$ cat src/rtl/core/mcw_pkg.sv
// mcw_pkg: shared types, constants and codes of the watchdog supervisor
// used by mcw_seq and by the top level; depends on nothing

package mcw_pkg;

    // bank geometry
    localparam int BANK_SLOTS       = 16;
    localparam int SLOT_W           = 4;
    localparam int DEF_NUM_CHANNELS = 16;

    // health and trigger arithmetic
    localparam logic [6:0]  HEALTH_MAX   = 7'd100;
    localparam logic [6:0]  KICK_GAIN    = 7'd5;
    localparam logic [6:0]  TIMEOUT_LOSS = 7'd20;
    localparam logic [6:0]  CHECK_GAIN   = 7'd1;
    localparam logic [15:0] TRIG_MAX     = 16'hFFFF;

    // escalation thresholds
    localparam logic [7:0]  PRIO_SYSTEM  = 8'd2;
    localparam logic [15:0] TRIG_SYSTEM  = 16'd3;
    localparam logic [7:0]  PRIO_DEGRADE = 8'd3;
    localparam logic [15:0] TRIG_DEGRADE = 16'd5;
    localparam logic [15:0] TRIG_MODULE  = 16'd2;

    typedef enum logic [1:0] {
        MODE_REGISTER   = 2'd0,
        MODE_KICK       = 2'd1,
        MODE_UNREGISTER = 2'd2,
        MODE_CHECK      = 2'd3
    } mode_t;

    typedef enum logic [2:0] {
        ACT_NONE           = 3'd0,
        ACT_RESTART_TASK   = 3'd1,
        ACT_RESTART_MODULE = 3'd2,
        ACT_SYSTEM_RESTART = 3'd3,
        ACT_DEGRADE        = 3'd4
    } action_t;

    // one request as taken from the input channel
    typedef struct packed {
        mode_t              mode;
        logic [SLOT_W-1:0]  channel;
        logic [31:0]        timeout_req;
        logic [7:0]         priority_req;
        logic [31:0]        now_ms;
    } req_t;

    // one channel entry as held in the bank memory
    typedef struct packed {
        logic [31:0] timeout;
        logic [7:0]  prio;
        logic [31:0] kick_stamp;
        logic [6:0]  health;
        logic [15:0] triggers;
    } entry_t;

    // one result item
    typedef struct packed {
        logic [SLOT_W-1:0] slot;
        logic              accepted;
        logic              timed_out;
        action_t           action;
        logic [6:0]        health;
        logic [15:0]       triggers;
        logic              last;
    } result_t;

endpackage

$ cat src/rtl/core/mcw_ram.sv
// mcw_ram: generic single-clock ram, one write port, one registered read port
// stands alone, no package needed

module mcw_ram #(
    parameter int WIDTH = 8,
    parameter int DEPTH = 16
) (
    input  logic                     aclk,
    input  logic                     we,
    input  logic [$clog2(DEPTH)-1:0] waddr,
    input  logic [WIDTH-1:0]         wdata,
    input  logic [$clog2(DEPTH)-1:0] raddr,
    output logic [WIDTH-1:0]         rdata
);

    logic [WIDTH-1:0] mem [DEPTH];

    // write port and registered read
    always_ff @(posedge aclk) begin
        if (we) begin
            mem[waddr] <= wdata;
        end
        rdata <= mem[raddr];
    end

endmodule

$ cat src/rtl/core/mcw_seq.sv
// mcw_seq: request sequencer, active flags and read-modify-write of channel entries
// depends on mcw_pkg; drives the bank memory instanced at the top level

module mcw_seq
    import mcw_pkg::*;
#(
    parameter int NUM_CHANNELS = DEF_NUM_CHANNELS
) (
    input  logic              aclk,
    input  logic              aresetn,
    input  logic              req_valid,
    output logic              req_ready,
    input  req_t              req,
    output logic              res_valid,
    input  logic              res_ready,
    output result_t           res,
    output logic              ram_we,
    output logic [SLOT_W-1:0] ram_addr,
    output entry_t            ram_wdata,
    input  entry_t            ram_rdata
);

    localparam int USABLE = (NUM_CHANNELS < BANK_SLOTS) ? NUM_CHANNELS : BANK_SLOTS;
    localparam int CNT_W  = $clog2(USABLE + 1);
    localparam logic [SLOT_W:0]   USABLE_SLOTS = (SLOT_W + 1)'(USABLE);
    localparam logic [SLOT_W-1:0] LAST_IDX     = SLOT_W'(USABLE - 1);
    localparam logic [CNT_W-1:0]  USABLE_CNT   = CNT_W'(USABLE);

    typedef enum logic [3:0] {
        ST_IDLE   = 4'b0001,
        ST_SCAN   = 4'b0010,
        ST_READ   = 4'b0100,
        ST_UPDATE = 4'b1000
    } state_t;

    state_t                  state_reg, state_next;
    req_t                    req_reg;
    logic [SLOT_W-1:0]       idx_reg, idx_next;
    logic [BANK_SLOTS-1:0]   active_reg, active_next;
    logic [CNT_W-1:0]        total_reg, total_next;

    entry_t      cur;
    logic        live;
    logic        fire;
    logic        reg_ok;
    logic        timed;
    logic        more_above;
    logic [31:0] elapsed;
    logic [15:0] trig_inc;
    logic [7:0]  kick_sum;
    logic [7:0]  gain_sum;
    logic [6:0]  health_kick;
    logic [6:0]  health_gain;
    logic [6:0]  health_loss;

    // escalation ladder on a timed-out channel
    function automatic action_t escalate(input logic [7:0] prio, input logic [15:0] trig);
        action_t act;
        if (prio <= PRIO_SYSTEM && trig >= TRIG_SYSTEM) begin
            act = ACT_SYSTEM_RESTART;
        end else if (prio <= PRIO_DEGRADE && trig >= TRIG_DEGRADE) begin
            act = ACT_DEGRADE;
        end else if (trig >= TRIG_MODULE) begin
            act = ACT_RESTART_MODULE;
        end else begin
            act = ACT_RESTART_TASK;
        end
        return act;
    endfunction

    // entry arithmetic on the word just read
    always_comb begin
        cur         = ram_rdata;
        live        = active_reg[idx_reg];
        elapsed     = req_reg.now_ms - cur.kick_stamp;
        timed       = elapsed > cur.timeout;
        trig_inc    = (cur.triggers == TRIG_MAX) ? cur.triggers : cur.triggers + 16'd1;
        kick_sum    = {1'b0, cur.health} + {1'b0, KICK_GAIN};
        gain_sum    = {1'b0, cur.health} + {1'b0, CHECK_GAIN};
        health_kick = (kick_sum > {1'b0, HEALTH_MAX}) ? HEALTH_MAX : kick_sum[6:0];
        health_gain = (gain_sum > {1'b0, HEALTH_MAX}) ? HEALTH_MAX : gain_sum[6:0];
        health_loss = (cur.health > TIMEOUT_LOSS) ? cur.health - TIMEOUT_LOSS : 7'd0;
        reg_ok      = ({1'b0, req_reg.channel} < USABLE_SLOTS) && !live
                      && (total_reg < USABLE_CNT);
    end

    // any active channel above the current scan index
    always_comb begin
        more_above = 1'b0;
        for (int j = 0; j < BANK_SLOTS; j++) begin
            if (j > int'(idx_reg) && active_reg[j]) begin
                more_above = 1'b1;
            end
        end
    end

    assign req_ready = (state_reg == ST_IDLE);
    assign res_valid = (state_reg == ST_UPDATE);
    assign fire      = res_valid && res_ready;
    assign ram_addr  = idx_reg;

    // sequencer and per-request update
    always_comb begin
        state_next   = state_reg;
        idx_next     = idx_reg;
        active_next  = active_reg;
        total_next   = total_reg;
        ram_we       = 1'b0;
        ram_wdata    = cur;
        res.slot      = idx_reg;
        res.accepted  = 1'b0;
        res.timed_out = 1'b0;
        res.action    = ACT_NONE;
        res.health    = 7'd0;
        res.triggers  = 16'd0;
        res.last      = 1'b1;

        case (req_reg.mode)
            MODE_REGISTER: begin
                res.accepted = reg_ok;
                if (reg_ok) begin
                    ram_wdata.timeout    = req_reg.timeout_req;
                    ram_wdata.prio       = req_reg.priority_req;
                    ram_wdata.kick_stamp = req_reg.now_ms;
                    ram_wdata.health     = HEALTH_MAX;
                    ram_wdata.triggers   = 16'd0;
                    res.health           = HEALTH_MAX;
                end else if (live) begin
                    res.health   = cur.health;
                    res.triggers = cur.triggers;
                end
            end
            MODE_KICK: begin
                res.accepted = live;
                if (live) begin
                    ram_wdata.kick_stamp = req_reg.now_ms;
                    ram_wdata.health     = health_kick;
                    res.health           = health_kick;
                    res.triggers         = cur.triggers;
                end
            end
            MODE_UNREGISTER: begin
                res.accepted = live;
            end
            MODE_CHECK: begin
                res.accepted = 1'b1;
                res.last     = !more_above;
                if (timed) begin
                    ram_wdata.triggers = trig_inc;
                    ram_wdata.health   = health_loss;
                    res.timed_out      = 1'b1;
                    res.action         = escalate(cur.prio, trig_inc);
                    res.health         = health_loss;
                    res.triggers       = trig_inc;
                end else begin
                    ram_wdata.health = health_gain;
                    res.health       = health_gain;
                    res.triggers     = cur.triggers;
                end
            end
            default: begin
                res.accepted = 1'b0;
            end
        endcase

        case (state_reg)
            ST_IDLE: begin
                if (req_valid) begin
                    if (req.mode == MODE_CHECK) begin
                        idx_next   = '0;
                        state_next = ST_SCAN;
                    end else begin
                        idx_next   = req.channel;
                        state_next = ST_READ;
                    end
                end
            end
            ST_SCAN: begin
                if (active_reg[idx_reg] && ({1'b0, idx_reg} < USABLE_SLOTS)) begin
                    state_next = ST_READ;
                end else if (idx_reg == LAST_IDX) begin
                    state_next = ST_IDLE;
                end else begin
                    idx_next = idx_reg + SLOT_W'(1);
                end
            end
            ST_READ: begin
                state_next = ST_UPDATE;
            end
            ST_UPDATE: begin
                if (fire) begin
                    case (req_reg.mode)
                        MODE_REGISTER: begin
                            ram_we = reg_ok;
                            if (reg_ok) begin
                                active_next[idx_reg] = 1'b1;
                                total_next           = total_reg + CNT_W'(1);
                            end
                            state_next = ST_IDLE;
                        end
                        MODE_KICK: begin
                            ram_we     = live;
                            state_next = ST_IDLE;
                        end
                        MODE_UNREGISTER: begin
                            if (live) begin
                                active_next[idx_reg] = 1'b0;
                                total_next           = total_reg - CNT_W'(1);
                            end
                            state_next = ST_IDLE;
                        end
                        MODE_CHECK: begin
                            ram_we = 1'b1;
                            if (more_above) begin
                                idx_next   = idx_reg + SLOT_W'(1);
                                state_next = ST_SCAN;
                            end else begin
                                state_next = ST_IDLE;
                            end
                        end
                        default: begin
                            state_next = ST_IDLE;
                        end
                    endcase
                end
            end
            default: begin
                state_next = ST_IDLE;
            end
        endcase
    end

    // control state
    always_ff @(posedge aclk) begin
        if (!aresetn) begin
            state_reg  <= ST_IDLE;
            idx_reg    <= '0;
            active_reg <= '0;
            total_reg  <= '0;
        end else begin
            state_reg  <= state_next;
            idx_reg    <= idx_next;
            active_reg <= active_next;
            total_reg  <= total_next;
        end
    end

    // request capture
    always_ff @(posedge aclk) begin
        if (req_valid && req_ready) begin
            req_reg <= req;
        end
    end

    // active count tracks the active flags
    a_total_matches: assert property (@(posedge aclk) disable iff (!aresetn)
        total_reg == CNT_W'($countones(active_reg)))
        else $error("active count out of step with active flags");

    // the update state is entered only from the read state, so entry data follows its read
    a_update_after_read: assert property (@(posedge aclk) disable iff (!aresetn)
        state_reg == ST_UPDATE |->
            ($past(state_reg) == ST_READ || $past(state_reg) == ST_UPDATE))
        else $error("update without a preceding memory read");

    // memory is written only with a result handed on
    a_write_with_result: assert property (@(posedge aclk) disable iff (!aresetn)
        ram_we |-> (res_valid && res_ready))
        else $error("entry written without a result");

    // register, kick and unregister give one final result
    a_single_last: assert property (@(posedge aclk) disable iff (!aresetn)
        (res_valid && req_reg.mode != MODE_CHECK) |-> res.last)
        else $error("single request result not marked last");

endmodule

$ cat src/rtl/core/multi_channel_watchdog_supervisor.sv
// multi_channel_watchdog_supervisor: top level, bank memory and result register
// depends on mcw_pkg, mcw_ram and mcw_seq
//
// Usage
//   s_* channel takes one request: register, kick, unregister or periodic check of
//   the channel bank, selected by s_mode. m_* channel gives the results: one for a
//   register, kick or unregister, and one per active channel for a check, in
//   ascending channel order, m_last set on the final one (a check of an empty bank
//   gives none).
//   Each channel entry lives in one word of a 16-deep ram with registered read; every
//   touched entry goes through read, update and write back.
//   A register, kick or unregister goes from acceptance through the read and update
//   states and its result is loaded into the output register; the next request is
//   taken back in idle. A check scans the slots in ascending order, passing over
//   inactive ones, and takes each active channel through read and update; the read
//   state covers the ram's registered read in the per-channel read-modify-write.
//   Reset clears the active flags and the active count at once; entry words need no
//   clearing since their contents are used only for active channels.
//   A stalled receiver holds the output register; the sequencer waits with the
//   pending result and no entry is written until it moves on.

module multi_channel_watchdog_supervisor
    import mcw_pkg::*;
#(
    parameter int NUM_CHANNELS = DEF_NUM_CHANNELS
) (
    input  logic              aclk,
    input  logic              aresetn,
    input  logic              s_valid,
    output logic              s_ready,
    input  logic [1:0]        s_mode,
    input  logic [SLOT_W-1:0] s_channel,
    input  logic [31:0]       s_timeout,
    input  logic [7:0]        s_priority_req,
    input  logic [31:0]       s_now_ms,
    output logic              m_valid,
    input  logic              m_ready,
    output logic [SLOT_W-1:0] m_slot,
    output logic              m_accepted,
    output logic              m_timed_out,
    output logic [2:0]        m_action,
    output logic [6:0]        m_health,
    output logic [15:0]       m_triggers,
    output logic              m_last
);

    req_t              req;
    result_t           res;
    result_t           out_reg;
    logic              out_valid_reg, out_valid_next;
    logic              res_valid;
    logic              res_ready;
    logic              ram_we;
    logic [SLOT_W-1:0] ram_addr;
    entry_t            ram_wdata;
    entry_t            ram_rdata;

    // request bundle
    assign req.mode         = mode_t'(s_mode);
    assign req.channel      = s_channel;
    assign req.timeout_req  = s_timeout;
    assign req.priority_req = s_priority_req;
    assign req.now_ms       = s_now_ms;

    mcw_seq #(
        .NUM_CHANNELS (NUM_CHANNELS)
    ) u_seq (
        .aclk      (aclk),
        .aresetn   (aresetn),
        .req_valid (s_valid),
        .req_ready (s_ready),
        .req       (req),
        .res_valid (res_valid),
        .res_ready (res_ready),
        .res       (res),
        .ram_we    (ram_we),
        .ram_addr  (ram_addr),
        .ram_wdata (ram_wdata),
        .ram_rdata (ram_rdata)
    );

    mcw_ram #(
        .WIDTH ($bits(entry_t)),
        .DEPTH (BANK_SLOTS)
    ) u_bank (
        .aclk  (aclk),
        .we    (ram_we),
        .waddr (ram_addr),
        .wdata (ram_wdata),
        .raddr (ram_addr),
        .rdata (ram_rdata)
    );

    // output register, refilled as it drains
    assign res_ready = !out_valid_reg || m_ready;

    always_comb begin
        out_valid_next = out_valid_reg;
        if (res_valid && res_ready) begin
            out_valid_next = 1'b1;
        end else if (m_ready) begin
            out_valid_next = 1'b0;
        end
    end

    always_ff @(posedge aclk) begin
        if (!aresetn) begin
            out_valid_reg <= 1'b0;
        end else begin
            out_valid_reg <= out_valid_next;
        end
    end

    always_ff @(posedge aclk) begin
        if (res_valid && res_ready) begin
            out_reg <= res;
        end
    end

    // result ports
    assign m_valid     = out_valid_reg;
    assign m_slot      = out_reg.slot;
    assign m_accepted  = out_reg.accepted;
    assign m_timed_out = out_reg.timed_out;
    assign m_action    = out_reg.action;
    assign m_health    = out_reg.health;
    assign m_triggers  = out_reg.triggers;
    assign m_last      = out_reg.last;

endmodule
$ cat config.mk
export PLATFORM = sky130hd
export DESIGN_NAME = multi_channel_watchdog_supervisor
export DESIGN_NICKNAME = d
export VERILOG_FILES = /design/src/rtl/core/mcw_pkg.sv /design/src/rtl/core/mcw_ram.sv /design/src/rtl/core/mcw_seq.sv /design/src/rtl/core/multi_channel_watchdog_supervisor.sv
export SDC_FILE = /design/constraint.sdc
export NUM_CORES = 2
export LEC_CHECK = 0
export BUFFER_PORTS_ARGS = -buffer_cell sky130_fd_sc_hd__buf_2
export CAP_MARGIN = 20
export CELL_PAD_IN_SITES_DETAIL_PLACEMENT = 1
export CELL_PAD_IN_SITES_GLOBAL_PLACEMENT = 2
export CORE_MARGIN = 3
export CORE_UTILIZATION = 53
export DETAILED_ROUTE_END_ITERATION = 10
export HOLD_SLACK_MARGIN = 0.15
export PLACE_DENSITY_LB_ADDON = 0.1
export SLEW_MARGIN = 40
export SYNTH_ARGS = -nofsm -noshare
export SYNTH_HDL_FRONTEND = slang
export SYNTH_HIERARCHICAL = 1
export SYNTH_SLANG_ARGS = --single-unit
$ cat constraint.sdc
create_clock -name aclk -period 27.8 [get_ports aclk]
set_clock_uncertainty 0.2 [all_clocks]
set_input_delay 0 -clock aclk [delete_from_list [all_inputs] [get_ports aclk]]
set_output_delay 0 -clock aclk [all_outputs]
set_load 0.01 [all_outputs]
### After elaboration in Yosys (flattened, before gate mapping)

Memories as Yosys holds them, arrays and structs flattened. A register that Yosys moved wholly into a read port is not among the register bits.
Index checks and enable logic that the tools add are counted.

| cells by class | value |
|---|---|
| add/sub/neg operators | 8 |
| order comparisons | 27 |
| equality and inequality tests | 19 |
| multiplexer cells | 71 |
| bitwise logic cells | 5 |
| reduce and logical (&&, ||, !) cells | 36 |

Operators by type and width:

| operator | number |
|---|---|
| two-way mux 95 bit | 1 |
| two-way mux 16 bit | 5 |
| two-way mux 23 bit | 3 |
| one-hot mux 23 bit (3 select lines) | 1 |
| one-hot mux 16 bit (2 select lines) | 2 |
| one-hot mux 32 bit (2 select lines) | 1 |
| two-way mux 4 bit | 12 |
| two-way mux 40 bit | 1 |
| two-way mux 39 bit | 1 |
| two-way mux 7 bit | 5 |
| >= comparator 16 x 2 -> 1 bit (second input constant) | 2 |
| greater-than comparator 32 bit | 1 |
| greater-than comparator 4 bit (first input constant) | 8 |
| subtractor 32 bit | 1 |
| two-way mux 1 bit | 23 |
| logical AND 1 bit | 21 |
| one-hot mux 7 bit (3 select lines) | 1 |
| adder 16 x 1 -> 16 bit (second input constant) | 1 |
| AND 16 bit | 1 |
| equality test 16 bit (second input constant) | 1 |
| >= comparator 16 x 3 -> 1 bit (second input constant) | 1 |
| greater-than comparator 3 x 4 -> 1 bit (first input constant) | 4 |
| greater-than comparator 8 x 7 -> 1 bit (second input constant) | 2 |
| <= comparator 8 x 2 -> 1 bit (second input constant) | 2 |
| 45 further kinds | 65 |

| word-level totals | value |
|---|---|
| register bits | 137 |
| bits in writable memories | 1520 |
| output and inout port bits | 35 |
| logic and storage cells | 184 |
| memories | 1 |

Memory list:

| name | depth | width | rd ports | clocked after Yosys merged registers in | wr ports | line | RTL |
|---|---|---|---|---|---|---|---|
| u_bank.mem | 16 | 95 | 1 | 1 | 1 | mcw_ram.sv:16 | `logic [WIDTH-1:0] mem [DEPTH];` |

### Depth between registers and ports, before layout

| logic depth | value |
|---|---|
| depth in word-level cells | 21 |
| depth in mapped cells | 25 |
| mapped depth without buffers | 24 |

### Modules after synthesis

Netlist, hierarchy kept.

By module, submodules not included:

| module | times used | cells each | area an instance (µm²) | seq. area each (µm²) |
|---|---|---|---|---|
| mcw_ram | 1 | 2434 | 58695.0 | 47545.6 |
| mcw_seq | 1 | 1178 | 9366.5 | 2802.7 |
| multi_channel_watchdog_supervisor | 1 | 38 | 1048.5 | 1011.0 |

### Worst setup path after synthesis

OpenSTA, ideal clock, no wires.

| timing | value |
|---|---|
| kind | reg2reg |
| from | reg u_seq.idx_reg[0], in the netlist u_seq/ram_addr[0] |
| to | mem u_bank/mem[0][0] (netlist bit), enable pin |
| library setup time | 0.665 ns |
| arrival | 9.595 ns |
| data required time | 26.935 ns |
| path slack | 17.340 ns |
| cell stages (with the launch flop) | 11 |
| buffers on the path | 1 |
| cells stage by stage | dfxtp_1 -> buf_2 -> mux4_2 -> mux4_2 -> nor2_1 -> nand2_1 -> nand2_1 -> nor2_1 -> nor3_1 -> or3b_2 -> nor3_1 |

| between the ends | value |
|---|---|
| longest elaborated chain between the ends | 9 |

RTL lines:

| element | line | RTL |
|---|---|---|
| start, declared | mcw_seq.sv:38 | `logic [SLOT_W-1:0] idx_reg, idx_next;` |
| start signal, assigned | mcw_seq.sv:242 | `idx_reg <= idx_next;` |
| binary-select mux 1 bit (select 4 bit) (*) | mcw_seq.sv:74 | `live = active_reg[idx_reg];` |
| two-way mux 1 bit (implied by the code) (*) | mcw_seq.sv:74 |  |
| zero test 1 bit | mcw_seq.sv:83 | `reg_ok = ({1'b0, req_reg.channel} < USABLE_SLOTS) && !live` |
| logical AND 1 bit | mcw_seq.sv:84 | `&& (total_reg < USABLE_CNT);` |
| one-hot mux 1 bit (3 select lines) (*) | mcw_seq.sv:192 | `case (req_reg.mode)` |
| two-way mux 1 bit (*) | mcw_seq.sv:191 | `if (fire) begin` |
| two-way mux 1 bit (*) | mcw_seq.sv:166 | `case (state_reg)` |
| net ram_we | multi_channel_watchdog_supervisor.sv:53 | `logic ram_we;` |
| two-way mux 1 bit (*) | mcw_ram.sv:20 | `if (we) begin` |
| two-way mux 1 bit (implied by the code) (*) | mcw_ram.sv:21 | `mem[waddr] <= wdata;` |
| end, declared | mcw_ram.sv:16 |  |

Mark *: on every way through the listed nets, which the timed path passes. The rest lies on a longest branch. The select of a mux whose other input is x is not followed.

### Worst setup path in the final report

| timing | value |
|---|---|
| from | reg u_seq.idx_reg[0], in the netlist u_seq/ram_addr[0] |
| to | mem u_bank/mem[7][91] (netlist bit), enable pin |

Same word-level chain as after synthesis.

==> impl_results.md <==
- CP Capture Point: u_bank/mem[7][91]$_DFFE_PP_
- Starting Density: 53.8%
- Inserted Clock Buffers: 174
- Worst min-delay path class: primary input to register
- CP Capture Type: register
- DRC violations left: 0
- Wire per inst: 31.1 um
- Signal arrival time at the worst endpoint: 7.02 ns
- Cell leakage power: 25.9 nW
- Maximum number of pins on one net before global-route repair: 96
- Internal power: 5.36 mW
- Hold Vio Cnt, Final: 0
- Syn-to-layout area delta: 15.1%
- Via Count: 37,500
- Number of distinct standard cells referenced by the synthesized netlist: 77
- Switching power share of the total: 31.3%
- Seq. cell area: 51,400 sq um
- Area of the mapped netlist: 69,100 sq um
- Area of all placed cells without fillers: 79,500 sq um
- RSZ-0062 raised after global routing: no
- # clock sinks: 1,752
- Clock latency reported for the late side of the worst-skew pair: 0.81 ns
- Total negative slack: 0 ns
- Placement-stage cell area: 72,000 sq um
- Worst-case setup margin in the final layout: 20.99 ns
- Buffer depth of the longest clock path: 3
- Clock-pin slew on the worst setup and hold paths: 0.06 ns
- Area taken by multi-input logic gates: 16,700 sq um
- H-tree depth: 4
- Critical-path maximum fanout: 34
- Count of cells along the worst register-to-register path: 12
- Worst vdd ir: 0.0863 mV
- Cell Pwr Density: 98.1 nW/um^2
- Max-capacitance violation count: 0
- GPL Wtd Cong: 0.845
- Antenna violations before repair: 2
- Clock tree from TritonCTS: yes
- Worst path required time: 28.01 ns
- Post-detailed-route count of antenna-violating nets: 0
- Commonest cells after routing, fill and taps aside: sky130_fd_sc_hd__edfxtp_1, sky130_fd_sc_hd__mux4_2, sky130_fd_sc_hd__nand2_1
- Number of placement rows: 131
- Crit Reg-Reg Startpoint: u_seq/ram_addr[0]$_SDFFE_PN0P_
- Sequential element share of the synthesized area: 74.3%
- Top Ports: 117
- Post-Synthesis Cells: 3,650
- EDFF count, synth: 1,627
- Critical setup path kind: register to register
- Final setup fails: 0
- Core ar.: 129,000 sq um
- Leading cell type in the layout, fill and taps excluded: sky130_fd_sc_hd__edfxtp_1
- Terminus of the critical flop-to-flop path: u_bank/mem[7][91]$_DFFE_PP_
- Final Cycle Share: 24.5%
- Avg Synthesized Cell Area: 18.9 sq um
- Fmax: 147 MHz
- Worst setup path startpoint: u_seq/ram_addr[0]$_SDFFE_PN0P_
- Final net count: 4,168
- Final max-slew violation count: 0
- Worst-Margin Slew: 0.880 ns
- Clock network fraction of design power: 29.6%
- Vias in the first global route: 39,700
- Primary flip-flop cell chosen by synthesis mapping: sky130_fd_sc_hd__edfxtp_1
- Via density: 6.37
- FF-to-FF setup slack: 20.99 ns
- Fraction of power consumed by combinational cells: 26.4%
- Outcome: complete, no violations
- Horizontal die dimension: 367 um
- Yosys synthesis warning count: 6
- Pre-antenna DRT Iters: 7
- Psw: 2.44 mW
- Max FFs per register: 1,520
- Number of inserted filler cells in the final layout: 11,000
- DRC violation total after the first TritonRoute iteration: 3,822
- Worst setup timing slack at the placement stage: 20.61 ns
- Half-perimeter wire length of the detailed placement result: 98.0 mm
- Die outline area: 135,000 sq um
- Overall fraction of global-route tracks in use: 27.4%
- Remaining Overflow, GRT: 0
- Count of port buffers added during placement: 116
- Die boundary height: 367 um
- Max transition margin: 41.4%
- Ratio of cells with drive above 1 in the final layout: 22.0%
- Final critical delay including setup and external delays: 6.81 ns
- Global-route wire length before repair: 271 mm
- Proportion of synthesized flip-flops having asynchronous set or reset: 0%
- Sequential group share of total power: 43.9%
- Clock root cell: sky130_fd_sc_hd__clkbuf_16
- Syn nets: 3,816
- Synthesis-stage register bit count: 1,752
- Kind of start point of the critical path: register
- Final wirelength: 183 mm
- Post-CTS setup buffer count: 0
kinds of logic after synthesis:
group | synth area share, %
AND/OR/NAND/NOR | 3.41
flip-flops | 74.3
AO/OA/AOI/OAI | 5.59
buffers and inverters | 1.95
multiplexers | 12.7
XOR/XNOR | 0.520
adder cells (fa/ha/maj) | 1.56
critical path: stages, from the launching register on:
cell and delay [ns]:
sky130_fd_sc_hd__dfxtp_4 0.80, sky130_fd_sc_hd__buf_12 0.34, sky130_fd_sc_hd__mux4_2 0.54, sky130_fd_sc_hd__mux4_2 0.66, sky130_fd_sc_hd__nor2_1 0.36, sky130_fd_sc_hd__nand2_1 0.59, sky130_fd_sc_hd__nand2_1 0.32, sky130_fd_sc_hd__nor2_1 0.06
sky130_fd_sc_hd__nor3_1 0.40, sky130_fd_sc_hd__nand3b_1 0.41, sky130_fd_sc_hd__nor2_4 0.51, sky130_fd_sc_hd__buf_4 0.62, sky130_fd_sc_hd__buf_4 0.54
how the worst min path moves through the flow:
stage / depth (start not counted) / slack (ns) / start / endpoint
after floorplan: 0 / -0.10 / s_now_ms[0] / u_seq/req_reg[0]$_DFFE_PP_
after global placement: 1 / -0.02 / s_timeout[12] / u_seq/req_reg[52]$_DFFE_PP_
after detailed placement: 1 / -0.02 / s_timeout[29] / u_seq/req_reg[69]$_DFFE_PP_
after CTS: 3 / 0.19 / s_now_ms[28] / u_seq/req_reg[28]$_DFFE_PP_
after global routing: 3 / 0.23 / s_timeout[26] / u_seq/req_reg[66]$_DFFE_PP_
final: 4 / 0.26 / aresetn / u_seq/state_reg[1]$_SDFFE_PN0P_
stage by stage:
step	power, mW	util, %	hold slack (ns)	std cells
4_1_cts	7.83	61.7	0.192	5875
2_1_floorplan	4.77	-	-0.101	3650
5_1_grt	8.17	61.9	0.227	5879
6_report	7.80	61.9	0.258	5882
3_5_place_dp	5.50	56.1	-0.0212	5383
3_3_place_gp	5.37	55.8	-0.0231	5375
cells in the mapped netlist, drive strengths merged (6+ instances only):
| master | n | area share [%] |
|---|---|---|
| and2 | 16 | 0.15 |
| o22ai | 6 | 0.054 |
| buf | 71 | 0.72 |
| clkbuf | 124 | 0.67 |
| nor2 | 76 | 0.42 |
| a21o | 20 | 0.22 |
| a31oi | 26 | 0.24 |
| edfxtp | 1627 | 71 |
| xnor2 | 28 | 0.35 |
| a22o | 35 | 0.44 |
| nor2b | 15 | 0.14 |
| nand2 | 242 | 1.3 |
| o21ai | 110 | 0.80 |
| inv | 101 | 0.55 |
| nand3 | 65 | 0.47 |
| o211ai | 7 | 0.076 |
| o31ai | 15 | 0.16 |
| ha | 82 | 1.5 |
| mux4 | 386 | 13 |
| nand4 | 18 | 0.16 |
| o21a | 9 | 0.098 |
| nand2b | 18 | 0.17 |
| o21bai | 6 | 0.065 |
| nor3 | 24 | 0.19 |
| and3 | 12 | 0.11 |
| a22oi | 194 | 2.1 |
| dfxtp | 125 | 3.6 |
| xor2 | 13 | 0.16 |
| a21oi | 98 | 0.73 |
repair_timing:
action / CTS / global route
hold buffers: 168 / 0
hold endpoints to repair: 170 / 0
resized for setup: 0 / 0
metal layers:
| layer | part of all wire [%] | up-vias | global-route usage [%] |
|---|---|---|---|
| li1 | - | 15600 | - |
| met1 | 41 | 20100 | 38.5 |
| met2 | 50 | 1470 | 45.4 |
| met3 | 6.7 | 273 | 4.20 |
| met4 | 2.5 | 2 | 7.47 |
| met5 | 0.0060 | - | 0 |
area by class of cell:
class                      instances  area share, %
antenna                            3        0.00944
tap                             1729           2.72
clock buffer                     240           6.08
inverter                         101          0.477
sequential                      1752           64.6
multi-input combinational       1602           21.0
clock inverter                    84          0.988
timing repair buffer             371           4.12
power groups by stage:
stage,Sequential [mW],Combinational (mW),Clock (mW)
floorplan,3.41,1.36,0
global placement,3.48,1.89,0
detailed placement,3.49,2.01,0
CTS,3.43,2.04,2.36
global route,3.44,2.26,2.47
finish,3.43,2.06,2.31
(Power assumes the default switching activity.)
